## src/rtl/cflru_pkg.sv

```systemverilog
// Package for the clean-first LRU page replacement block.
// Holds default sizes, the controller state type and the control/status structs.
// No dependencies.
`timescale 1ns / 1ps
`default_nettype none

package cflru_pkg;

   localparam int MaxFramesDef  = 64;
   localparam int MaxHistoryDef = 32;

   // Width of the clamped capacity and window arithmetic (covers up to 511 frames).
   localparam int CapWidth = 9;
   localparam int CfgWidth = 7;

   localparam logic [CfgWidth-1:0] CfgReset   = 7'd64;
   localparam logic [CfgWidth-1:0] WindowSat  = 7'd127;

   typedef enum logic [2:0] {
      ST_IDLE,
      ST_TRIM,
      ST_PUSH,
      ST_START,
      ST_SCAN,
      ST_VICTIM,
      ST_UPDATE,
      ST_COMMIT
   } state_type;

   typedef struct packed {
      logic load;
      logic trim;
      logic push;
      logic start;
      logic step;
      logic read_victim;
      logic update;
      logic commit;
   } cmd_type;

   typedef struct packed {
      logic trim_needed;
      logic scan_done;
      logic div_done;
   } status_type;

endpackage

`default_nettype wire

```

## src/rtl/cflru_ram.sv

```systemverilog
// Generic single-port-write, registered-read RAM.
// No dependencies.
`timescale 1ns / 1ps
`default_nettype none

module cflru_ram #(
   parameter int WIDTH = 32,
   parameter int DEPTH = 64
) (
   input  wire logic                     clock,
   input  wire logic                     wr_en,
   input  wire logic [$clog2(DEPTH)-1:0] wr_addr,
   input  wire logic [WIDTH-1:0]         wr_data,
   input  wire logic                     rd_en,
   input  wire logic [$clog2(DEPTH)-1:0] rd_addr,
   output logic      [WIDTH-1:0]         rd_data
);

   logic [WIDTH-1:0] mem_ff [DEPTH];

   always_ff @(posedge clock) begin
      if (wr_en) begin
         mem_ff[wr_addr] <= wr_data;
      end
      if (rd_en) begin
         rd_data <= mem_ff[rd_addr];
      end
   end

endmodule

`default_nettype wire

```

## src/rtl/cflru_ctrl.sv

```systemverilog
// Controller state machine of the clean-first LRU block.
// Depends on cflru_pkg; drives the datapath through cmd_type, watches status_type.
`timescale 1ns / 1ps
`default_nettype none

module cflru_ctrl (
   input  wire logic                 clock,
   input  wire logic                 reset,
   input  wire logic                 req_valid,
   output logic                      req_ready,
   output logic                      rsp_valid,
   input  wire logic                 rsp_ready,
   output cflru_pkg::cmd_type        cmd,
   input  wire cflru_pkg::status_type status
);

   cflru_pkg::state_type state_ff, state_in;
   logic rsp_valid_ff, rsp_valid_in;
   logic out_free;

   assign out_free  = !rsp_valid_ff || rsp_ready;
   assign req_ready = (state_ff == cflru_pkg::ST_IDLE);
   assign rsp_valid = rsp_valid_ff;

   always_comb begin
      state_in = state_ff;
      unique case (state_ff)
         cflru_pkg::ST_IDLE: begin
            if (req_valid) state_in = cflru_pkg::ST_TRIM;
         end
         cflru_pkg::ST_TRIM: begin
            if (!status.trim_needed) state_in = cflru_pkg::ST_PUSH;
         end
         cflru_pkg::ST_PUSH:   state_in = cflru_pkg::ST_START;
         cflru_pkg::ST_START:  state_in = cflru_pkg::ST_SCAN;
         cflru_pkg::ST_SCAN: begin
            if (status.scan_done && status.div_done) state_in = cflru_pkg::ST_VICTIM;
         end
         cflru_pkg::ST_VICTIM: state_in = cflru_pkg::ST_UPDATE;
         cflru_pkg::ST_UPDATE: begin
            if (status.scan_done) state_in = cflru_pkg::ST_COMMIT;
         end
         cflru_pkg::ST_COMMIT: begin
            if (out_free) state_in = cflru_pkg::ST_IDLE;
         end
         default: state_in = cflru_pkg::ST_IDLE;
      endcase
   end

   always_comb begin
      cmd = '0;
      unique case (state_ff)
         cflru_pkg::ST_IDLE:   cmd.load = req_valid;
         cflru_pkg::ST_TRIM:   cmd.trim = status.trim_needed;
         cflru_pkg::ST_PUSH:   cmd.push = 1'b1;
         cflru_pkg::ST_START:  cmd.start = 1'b1;
         cflru_pkg::ST_SCAN:   cmd.step = 1'b1;
         cflru_pkg::ST_VICTIM: cmd.read_victim = 1'b1;
         cflru_pkg::ST_UPDATE: cmd.update = 1'b1;
         cflru_pkg::ST_COMMIT: cmd.commit = out_free;
         default: cmd = '0;
      endcase
   end

   assign rsp_valid_in = cmd.commit ? 1'b1 : (rsp_ready ? 1'b0 : rsp_valid_ff);

   always_ff @(posedge clock) begin
      if (reset) begin
         state_ff     <= cflru_pkg::ST_IDLE;
         rsp_valid_ff <= 1'b0;
      end else begin
         state_ff     <= state_in;
         rsp_valid_ff <= rsp_valid_in;
      end
   end

endmodule

`default_nettype wire

```

## src/rtl/cflru_dp.sv

```systemverilog
// Datapath of the clean-first LRU block: page RAM, rank and dirty RAM, access
// history, window divider, scan, rank update pass and result registers.
// Depends on cflru_pkg and cflru_ram.
`timescale 1ns / 1ps
`default_nettype none

module cflru_dp #(
   parameter int MAX_FRAMES  = cflru_pkg::MaxFramesDef,
   parameter int MAX_HISTORY = cflru_pkg::MaxHistoryDef
) (
   input  wire logic                     clock,
   input  wire logic                     reset,
   input  wire cflru_pkg::cmd_type       cmd,
   output cflru_pkg::status_type         status,
   input  wire logic                     csr_wr_en,
   input  wire logic [6:0]               csr_wr_data,
   input  wire logic [31:0]              req_page_id,
   input  wire logic                     req_opcode,
   output logic                          rsp_hit,
   output logic                          rsp_fetch_needed,
   output logic                          rsp_victim_valid,
   output logic [31:0]                   rsp_victim_page,
   output logic                          rsp_victim_writeback,
   output logic [6:0]                    rsp_window_used
);

   localparam int SlotW = $clog2(MAX_FRAMES);
   localparam int OccW  = $clog2(MAX_FRAMES + 1);
   localparam int HcntW = $clog2(MAX_HISTORY + 1);
   localparam int HidxW = (MAX_HISTORY > 1) ? $clog2(MAX_HISTORY) : 1;
   localparam int ProdW = OccW + HcntW;
   localparam int DcntW = $clog2(ProdW + 1);
   localparam int CapW  = cflru_pkg::CapWidth;

   // Configuration and clamped capacity / history length.
   logic [6:0]      frames_ff;
   logic [CapW-1:0] cap, hlen_raw, hlen;

   always_comb begin
      if (frames_ff < 7'd2)                       cap = CapW'(2);
      else if (CapW'(frames_ff) > CapW'(MAX_FRAMES)) cap = CapW'(MAX_FRAMES);
      else                                        cap = CapW'(frames_ff);
      hlen_raw = cap >> 1;
      if (hlen_raw > CapW'(MAX_HISTORY)) hlen = CapW'(MAX_HISTORY);
      else if (hlen_raw == '0)           hlen = CapW'(1);
      else                               hlen = hlen_raw;
   end

   // Captured access.
   logic [31:0] page_ff;
   logic        wr_ff;

   // History: newest kind at index 0.
   logic [MAX_HISTORY-1:0] hist_ff, hist_in;
   logic [HcntW-1:0]       hcnt_ff, hwr_ff;
   logic                   oldest;

   assign oldest             = hist_ff[HidxW'(hcnt_ff - HcntW'(1))];
   assign status.trim_needed = CapW'(hcnt_ff) >= hlen;

   always_comb begin
      hist_in[0] = wr_ff;
      for (int i = 1; i < MAX_HISTORY; i++) begin
         hist_in[i] = hist_ff[i-1];
      end
   end

   // Resident count; each slot's rank and dirty mark live in the meta RAM.
   logic [OccW-1:0]  occ_ff;

   // Window divider, restoring, one quotient bit per cycle.
   logic [ProdW-1:0] num_ff;
   logic [HcntW-1:0] rem_ff;
   logic [DcntW-1:0] dcnt_ff;
   logic [HcntW:0]   trial;
   logic             qbit;
   logic [OccW-1:0]  window;

   assign trial           = {rem_ff, num_ff[ProdW-1]};
   assign qbit            = trial >= {1'b0, hcnt_ff};
   assign status.div_done = (dcnt_ff == '0);
   assign window = (num_ff > ProdW'(occ_ff)) ? occ_ff : OccW'(num_ff);

   // Walk over resident slots, used by the lookup scan and the rank update pass.
   logic [OccW-1:0]  scan_cnt_ff;
   logic             chk_vld_ff;
   logic [SlotW-1:0] chk_slot_ff;
   logic             found_ff, hit_dirty_ff;
   logic [SlotW-1:0] hit_slot_ff, hit_rank_ff;
   logic             clean_vld_ff;
   logic [SlotW-1:0] clean_slot_ff, clean_rank_ff;
   logic [SlotW-1:0] lru_slot_ff;
   logic             lru_dirty_ff;
   logic             issue;
   logic [SlotW-1:0] chk_rank;
   logic             chk_dirty;
   logic [31:0]      ram_rdata;
   logic [SlotW:0]   meta_rdata;

   assign issue            = scan_cnt_ff < occ_ff;
   assign chk_rank         = meta_rdata[SlotW-1:0];
   assign chk_dirty        = meta_rdata[SlotW];
   assign status.scan_done = !issue && !chk_vld_ff;

   // Victim choice: the clean page nearest the LRU end wins if inside the window.
   logic             evict, use_clean;
   logic [SlotW-1:0] vslot, tslot;
   logic [OccW-1:0]  old_rank;
   logic             vdirty;
   logic             new_dirty;

   assign evict     = !found_ff && (CapW'(occ_ff) >= cap) && (occ_ff != '0);
   assign use_clean = clean_vld_ff && (OccW'(clean_rank_ff) >= (occ_ff - window));
   assign vslot     = use_clean ? clean_slot_ff : lru_slot_ff;
   assign vdirty    = use_clean ? 1'b0 : lru_dirty_ff;
   assign new_dirty = found_ff ? (hit_dirty_ff | wr_ff) : wr_ff;

   always_comb begin
      if (found_ff) begin
         tslot    = hit_slot_ff;
         old_rank = OccW'(hit_rank_ff);
      end else if (evict) begin
         tslot    = vslot;
         old_rank = use_clean ? OccW'(clean_rank_ff) : (occ_ff - OccW'(1));
      end else begin
         tslot    = SlotW'(occ_ff);
         old_rank = occ_ff;
      end
   end

   // The update pass ages every page more recent than the one that moves to the
   // front; commit then writes the front slot with rank zero.
   logic             meta_wr_en;
   logic [SlotW-1:0] meta_wr_addr;
   logic [SlotW:0]   meta_wr_data;

   always_comb begin
      meta_wr_en   = 1'b0;
      meta_wr_addr = tslot;
      meta_wr_data = {new_dirty, {SlotW{1'b0}}};
      if (cmd.commit) begin
         meta_wr_en = 1'b1;
      end else if (cmd.update && chk_vld_ff) begin
         meta_wr_en   = 1'b1;
         meta_wr_addr = chk_slot_ff;
         if (OccW'(chk_rank) < old_rank) begin
            meta_wr_data = {chk_dirty, chk_rank + SlotW'(1)};
         end else begin
            meta_wr_data = meta_rdata;
         end
      end
   end

   cflru_ram #(
      .WIDTH (32),
      .DEPTH (MAX_FRAMES)
   ) u_pages (
      .clock   (clock),
      .wr_en   (cmd.commit && !found_ff),
      .wr_addr (tslot),
      .wr_data (page_ff),
      .rd_en   ((cmd.step && issue) || cmd.read_victim),
      .rd_addr (cmd.read_victim ? vslot : scan_cnt_ff[SlotW-1:0]),
      .rd_data (ram_rdata)
   );

   cflru_ram #(
      .WIDTH (SlotW + 1),
      .DEPTH (MAX_FRAMES)
   ) u_meta (
      .clock   (clock),
      .wr_en   (meta_wr_en),
      .wr_addr (meta_wr_addr),
      .wr_data (meta_wr_data),
      .rd_en   ((cmd.step || cmd.update) && issue),
      .rd_addr (scan_cnt_ff[SlotW-1:0]),
      .rd_data (meta_rdata)
   );

   logic [CapW-1:0] win_ext;
   assign win_ext = CapW'(window);

   // Control registers.
   always_ff @(posedge clock) begin
      if (reset) begin
         frames_ff <= cflru_pkg::CfgReset;
         hist_ff   <= '0;
         hcnt_ff   <= '0;
         hwr_ff    <= '0;
         occ_ff    <= '0;
         dcnt_ff   <= '0;
         chk_vld_ff <= 1'b0;
      end else begin
         if (csr_wr_en) frames_ff <= csr_wr_data;
         if (cmd.trim) begin
            hcnt_ff <= hcnt_ff - HcntW'(1);
            if (oldest) hwr_ff <= hwr_ff - HcntW'(1);
         end
         if (cmd.push) begin
            hist_ff <= hist_in;
            hcnt_ff <= hcnt_ff + HcntW'(1);
            hwr_ff  <= hwr_ff + HcntW'(wr_ff);
         end
         if (cmd.start) begin
            dcnt_ff <= DcntW'(ProdW);
         end else if (dcnt_ff != '0) begin
            dcnt_ff <= dcnt_ff - DcntW'(1);
         end
         if (cmd.start || cmd.read_victim) chk_vld_ff <= 1'b0;
         else if (cmd.step || cmd.update) chk_vld_ff <= issue;
         if (cmd.commit && !found_ff && !evict) occ_ff <= occ_ff + OccW'(1);
      end
   end

   // Payload registers.
   always_ff @(posedge clock) begin
      if (cmd.load) begin
         page_ff <= req_page_id;
         wr_ff   <= req_opcode;
      end
      if (cmd.start) begin
         num_ff <= ProdW'(occ_ff) * ProdW'(hwr_ff);
         rem_ff <= '0;
      end else if (dcnt_ff != '0) begin
         num_ff <= {num_ff[ProdW-2:0], qbit};
         rem_ff <= qbit ? HcntW'(trial - {1'b0, hcnt_ff}) : HcntW'(trial);
      end
      if (cmd.start || cmd.read_victim) begin
         scan_cnt_ff <= '0;
      end else if ((cmd.step || cmd.update) && issue) begin
         scan_cnt_ff <= scan_cnt_ff + OccW'(1);
         chk_slot_ff <= scan_cnt_ff[SlotW-1:0];
      end
      if (cmd.start) begin
         found_ff     <= 1'b0;
         clean_vld_ff <= 1'b0;
      end else if (cmd.step && chk_vld_ff) begin
         if (ram_rdata == page_ff && !found_ff) begin
            found_ff     <= 1'b1;
            hit_slot_ff  <= chk_slot_ff;
            hit_rank_ff  <= chk_rank;
            hit_dirty_ff <= chk_dirty;
         end
         if (!chk_dirty && (!clean_vld_ff || chk_rank > clean_rank_ff)) begin
            clean_vld_ff  <= 1'b1;
            clean_slot_ff <= chk_slot_ff;
            clean_rank_ff <= chk_rank;
         end
         if (OccW'(chk_rank) == occ_ff - OccW'(1)) begin
            lru_slot_ff  <= chk_slot_ff;
            lru_dirty_ff <= chk_dirty;
         end
      end
      if (cmd.commit) begin
         rsp_hit              <= found_ff;
         rsp_fetch_needed     <= !found_ff && !wr_ff;
         rsp_victim_valid     <= evict;
         rsp_victim_page      <= evict ? ram_rdata : 32'd0;
         rsp_victim_writeback <= evict && vdirty;
         rsp_window_used      <= (win_ext > CapW'(cflru_pkg::WindowSat)) ?
                                 cflru_pkg::WindowSat : win_ext[6:0];
      end
   end

endmodule

`default_nettype wire

```

## src/rtl/clean_first_lru_dynamic_window.sv

```systemverilog
// Top level of the clean-first LRU page replacement block.
// Depends on cflru_pkg, cflru_ctrl and cflru_dp.
`timescale 1ns / 1ps
`default_nettype none

// Each request transfer is one page access (read or write). The block keeps the
// resident pages in recency order with their dirty marks and a history of the
// last frames_in_use/2 access kinds, and returns one response transfer per
// request: hit, fetch needed, and on a miss with a full buffer the evicted page
// and whether it must be written back. The eviction window is
// occupancy * writes_in_history / history_length; inside that many pages at the
// LRU end the first clean page is evicted, otherwise the LRU page.
// An access runs through trim, history push, start, lookup scan, victim read,
// rank update pass and commit. The window divider runs beside the scan, one
// quotient bit per cycle, and the scan waits for the divider to finish. Trim
// drops history entries one at a time: one per access once the history is
// full, more after frames_in_use is lowered. The scan and the update pass each
// visit one slot per cycle through registered-read RAMs. One access is
// processed at a time; a finished response sits in an output register, the
// next request is taken while it waits, and the following commit stalls until
// that response transfer happens. frames_in_use is to be written through the
// csr port only while the block is idle; the block itself does not enforce it.

module clean_first_lru_dynamic_window #(
   parameter int MAX_FRAMES  = cflru_pkg::MaxFramesDef,
   parameter int MAX_HISTORY = cflru_pkg::MaxHistoryDef
) (
   input  wire logic        clock,
   input  wire logic        reset,
   input  wire logic        csr_wr_en,
   input  wire logic [6:0]  csr_wr_data,
   input  wire logic        req_valid,
   output logic             req_ready,
   input  wire logic [31:0] req_page_id,
   input  wire logic        req_opcode,
   output logic             rsp_valid,
   input  wire logic        rsp_ready,
   output logic             rsp_hit,
   output logic             rsp_fetch_needed,
   output logic             rsp_victim_valid,
   output logic [31:0]      rsp_victim_page,
   output logic             rsp_victim_writeback,
   output logic [6:0]       rsp_window_used
);

   cflru_pkg::cmd_type    cmd;
   cflru_pkg::status_type status;

   // The controller sequences trim, history push, scan, rank update and commit.
   cflru_ctrl u_ctrl (
      .clock     (clock),
      .reset     (reset),
      .req_valid (req_valid),
      .req_ready (req_ready),
      .rsp_valid (rsp_valid),
      .rsp_ready (rsp_ready),
      .cmd       (cmd),
      .status    (status)
   );

   // The datapath holds all page state and the response register.
   cflru_dp #(
      .MAX_FRAMES  (MAX_FRAMES),
      .MAX_HISTORY (MAX_HISTORY)
   ) u_dp (
      .clock                (clock),
      .reset                (reset),
      .cmd                  (cmd),
      .status               (status),
      .csr_wr_en            (csr_wr_en),
      .csr_wr_data          (csr_wr_data),
      .req_page_id          (req_page_id),
      .req_opcode           (req_opcode),
      .rsp_hit              (rsp_hit),
      .rsp_fetch_needed     (rsp_fetch_needed),
      .rsp_victim_valid     (rsp_victim_valid),
      .rsp_victim_page      (rsp_victim_page),
      .rsp_victim_writeback (rsp_victim_writeback),
      .rsp_window_used      (rsp_window_used)
   );

endmodule

`default_nettype wire

```

## config.mk

```make
export PLATFORM = sky130hd
export DESIGN_NAME = clean_first_lru_dynamic_window
export DESIGN_NICKNAME = d
export VERILOG_FILES = /design/src/rtl/cflru_pkg.sv /design/src/rtl/cflru_ram.sv /design/src/rtl/cflru_ctrl.sv /design/src/rtl/cflru_dp.sv /design/src/rtl/clean_first_lru_dynamic_window.sv
export SDC_FILE = /design/constraint.sdc
export NUM_CORES = 2
export LEC_CHECK = 0
export BUFFER_PORTS_ARGS = -buffer_cell sky130_fd_sc_hd__buf_2
export CORE_UTILIZATION = 35
export DETAILED_ROUTE_END_ITERATION = 8
export HOLD_SLACK_MARGIN = 0.15
export SYNTH_ARGS = -nofsm -noshare
export SYNTH_HDL_FRONTEND = slang
export SYNTH_SLANG_ARGS = --single-unit
```

## constraint.sdc

```tcl
create_clock -name clock -period 14.6 [get_ports clock]
set_input_delay 0.73 -clock clock [delete_from_list [all_inputs] [get_ports clock]]
set_output_delay 0.73 -clock clock [all_outputs]
set_load 0.02 [all_outputs]
```

==> key figures <==
Worst setup path
  • RR Startpoint: u_dp.occ_ff[3]
  • Crit path launch type: register
  • Crit Path Max Fanout: 57
  • Critical Path AT: 10.74 ns
  • Worst R2R End: u_dp.u_pages.rd_data[30]
  • Crit Path Category: reg -> reg
  • Reg2Reg Setup Slack: 4.53 ns
  • CP max-delay cell: buf_4
  • WP data required: 15.27 ns
  • Critical path's largest stage delay: 0.87 ns
  • CP endpoint kind: register
  • Worst r2r path cells: 28

Global routing
  • Vias in the first global route: 55200
  • Largest net degree at the start of global routing: 131
  • First-pass GRT wire length: 429 mm
  • Overflow after GRT: 0
  • Initial antenna violation count: 28
  • GRT Resource Usage Total: 19.7%

Route
  • ANT nets after route: 0
  • Iteration-0 DRC count of the detailed router: 7639
  • Drt first pass iters: 8
  • Via-to-Cell Ratio: 5.60
  • Via count: 55800
  • Drt wl/cell: 31.0 um
  • WL final: 310 mm
  • DRC: 0

Placed design
  • IO buf count: 89
  • Routability Congestion: 0.843
  • DP HPWL: 161 mm
  • Dpl ws: 4.45 ns

Synth
  • Simple logic cell fraction of the synthesized area: 3.48%
  • Main flop type after synthesis: edfxtp_1
  • Ys async rst share: 0%
  • Post-Synth Adder-Cell Area: 1.47%
  • Synth Register Bits: 2744
  • Avg Inst Size Synth: 20.2 um^2
  • Largest family of logic cells by synthesized area: multiplexers
  • Yosys top cell area share: 74.4%
  • Commonest cells in the netlist: edfxtp_1 (2662), mux4_2 (629), nand2_1 (277)
  • Syn Inst Count: 5316
  • Synthesized area: 0.107 mm^2
  • Area contributors post-synth: edfxtp_1 (74%), mux4_2 (13%), a22oi_1 (1.9%)
  • Number of synthesized flops with an enable pin: 2662
  • Post-synthesis compound-gate area fraction: 3.43%
  • Cell with the most instances after synthesis: edfxtp_1
  • Seq/Total Area, Yosys: 75.9%
  • Count of cell types in the netlist: 66
  • Mapped Nets: 5473
  • Multiplexer area fraction after synthesis: 13.6%
  • Xor/xnor share of the synthesized area: 0.750%
  • Biggest area consumer among synthesized cells: edfxtp_1
  • Synth Warn #: 0

STA
  • Final hold vios: 0
  • Hold WS: 0.221 ns
  • Final worst slack: 4.53 ns
  • Period minus WS final: 10.07 ns
  • Max Fclk: 99.3 MHz
  • Rel. slew slack: 26.0%
  • Worst-margin pin slew: 1.11 ns
  • Final TNS setup: 0 ns
  • Endpoints failing setup: 0
  • Fin. max-slew vios: 0
  • Period utilisation layout: 69.0%
  • RSZ-0062 raised after global routing: no
  • Post-Route Skew: 0.114 ns

CTS
  • Clock-pin slew on the worst setup and hold paths: 0.06 ns
  • CTS hold repair buffers: 40
  • Clock Tree Buf Depth: 4
  • Post-CTS setup buffers: 0
  • Number of cells upsized or downsized after cts: 0
  • Root cell of the clock tree: clkbuf_16
  • CTS H-Tree Depth: 5
  • Clock Latency Late Sink: 0.94 ns
  • CTS tree: built
  • CTS Sinks: 2744
  • Cts bufs inserted: 292

Cells and area
  • Fillers: 26700
  • Layout cell share with drive strength beyond 1: 23.9%
  • Post-layout util: 40.5%
  • Nets: 5792
  • Synthesis-to-layout area growth: 15.2%

Run status
  • Status: finished clean

Pwr
  • Lkg Pwr: 37.7 nW
  • Peak VDD IR: 0.104 mV
  • Total power draw: 18.0 mW
  • Pwr dens: 145 mW/mm^2

Floorplanning
  • Die Ht: 556 um
  • Core Area: 0.306 mm^2
  • Io pins: 90
  • Die Wd: 556 um
  • Die Area: 0.309 mm^2
  • Initial core utilization: 35.2%
  • Rows: 203

Min path
  • Hold Path Sink: u_dp.frames_ff[6]
  • Hold WC Path Type: in -> reg
  • Min-Delay Path Depth: 2
  • Hold wc startpoint: csr_wr_en

Job
  • Max-Cap Viols: 0
[state kept, by name (all words and copies together), names as in the netlist, 13 cells and up]
register              cells
u_dp.u_pages.rd_data     32
u_dp.hist_ff             32
u_dp.page_ff             32
u_dp.num_ff              13
u_dp.u_pages.mem_ff    2048
u_dp.u_meta.mem_ff      448
u_dp.rsp_victim_page     32
[stage by stage]
stage          instances  cell area [um^2]
2_1_floorplan       5316            107000
3_3_place_gp        9401            114000
3_5_place_dp        9401            114000
4_1_cts             9962            124000
5_1_grt             9964            124000
6_report            9973            124000
[power by group]
group,internal [mW],switching (mW),leakage [nW]
clock,4.20,3.15,4.57
combinational,0.448,0.999,9.09
sequential,9.06,0.101,24.0
[worst max-delay path by stage]
stage | from | end | slack, ns | depth (start not counted)
5_1_grt | u_dp.occ_ff[3] | u_dp.u_pages.rd_data[30] | 3.56 | 28
2_1_floorplan | u_dp.occ_ff[4] | u_dp.u_meta.mem_ff[0][1] | 5.53 | 32
3_3_place_gp | u_dp.occ_ff[3] | u_dp.u_pages.rd_data[30] | 4.48 | 28
4_1_cts | u_dp.occ_ff[3] | u_dp.u_pages.rd_data[30] | 4.45 | 28
6_report | u_dp.occ_ff[3] | u_dp.u_pages.rd_data[30] | 4.53 | 28
3_5_place_dp | u_dp.occ_ff[3] | u_dp.u_pages.rd_data[30] | 4.45 | 28
[worst max-delay path: cells and delay by family, from the launching register on]
| kind | cells | cell delay [ns] |
|---|---|---|
| xor+xnor | 1 | 0.10 |
| buf+inv | 4 | 2.23 |
| simple gates | 6 | 0.99 |
| mux | 2 | 1.01 |
| compound gates | 12 | 3.70 |
| flops | 1 | 0.74 |
| fa+ha+maj | 3 | 1.02 |
[per-layer routing]
metal,wire length [um],track usage [%],vias up
li1,-,-,22600
met1,122000,26.5,29900
met2,147000,31.6,2908
met3,31200,4.80,494
met4,9060,5.74,16
met5,115,0,-
[kinds of logic after synthesis]
kind of cell | Yosys count
multiplexers | 677
buffers and inverters | 343
XOR/XNOR | 92
adder cells (fa/ha/maj) | 112
AND/OR/NAND/NOR | 802
AO/OA/AOI/OAI | 546
flip-flops | 2744
[layout make-up]
class	instances	area (um^2)	area share, %
inverter	75	282	0.227
sequential	2744	81600	65.9
timing repair buffer	293	2150	1.74
tap	4100	5130	4.14
multi-input combinational	2229	25200	20.3
clock inverter	171	1840	1.48
antenna	11	27.5	0.0222
clock buffer	350	7600	6.14
[cells in the final DEF, fill, tap and decap left out, types with 9 or more instances in the layout]
cell type and n:
nand4_1 78, nand3_1 39, buf_4 158, xnor2_1 41
clkinv_1 65, edfxtp_1 2662, nor3_1 19, a22oi_1 273
nor2b_1 14, buf_2 89, mux2i_1 43, o21ai_0 41
inv_1 70, bufinv_16 25, nor4_2 10, xor2_1 51
nor4_1 10, fa_1 24, clkbuf_1 53, nor2_1 151
or2_1 30, diode_2 11, mux4_2 629, nand2b_1 12
nand2_1 277, and2_1 24, ha_1 88, clkinv_2 39
nor2_4 73, dfxtp_1 79, and3_1 38, a21o_1 29
clkinvlp_4 9, dlygate4sd3_1 40, a21oi_1 134, clkbuf_16 294
Note: power is estimated with default switching activity, not from simulation.
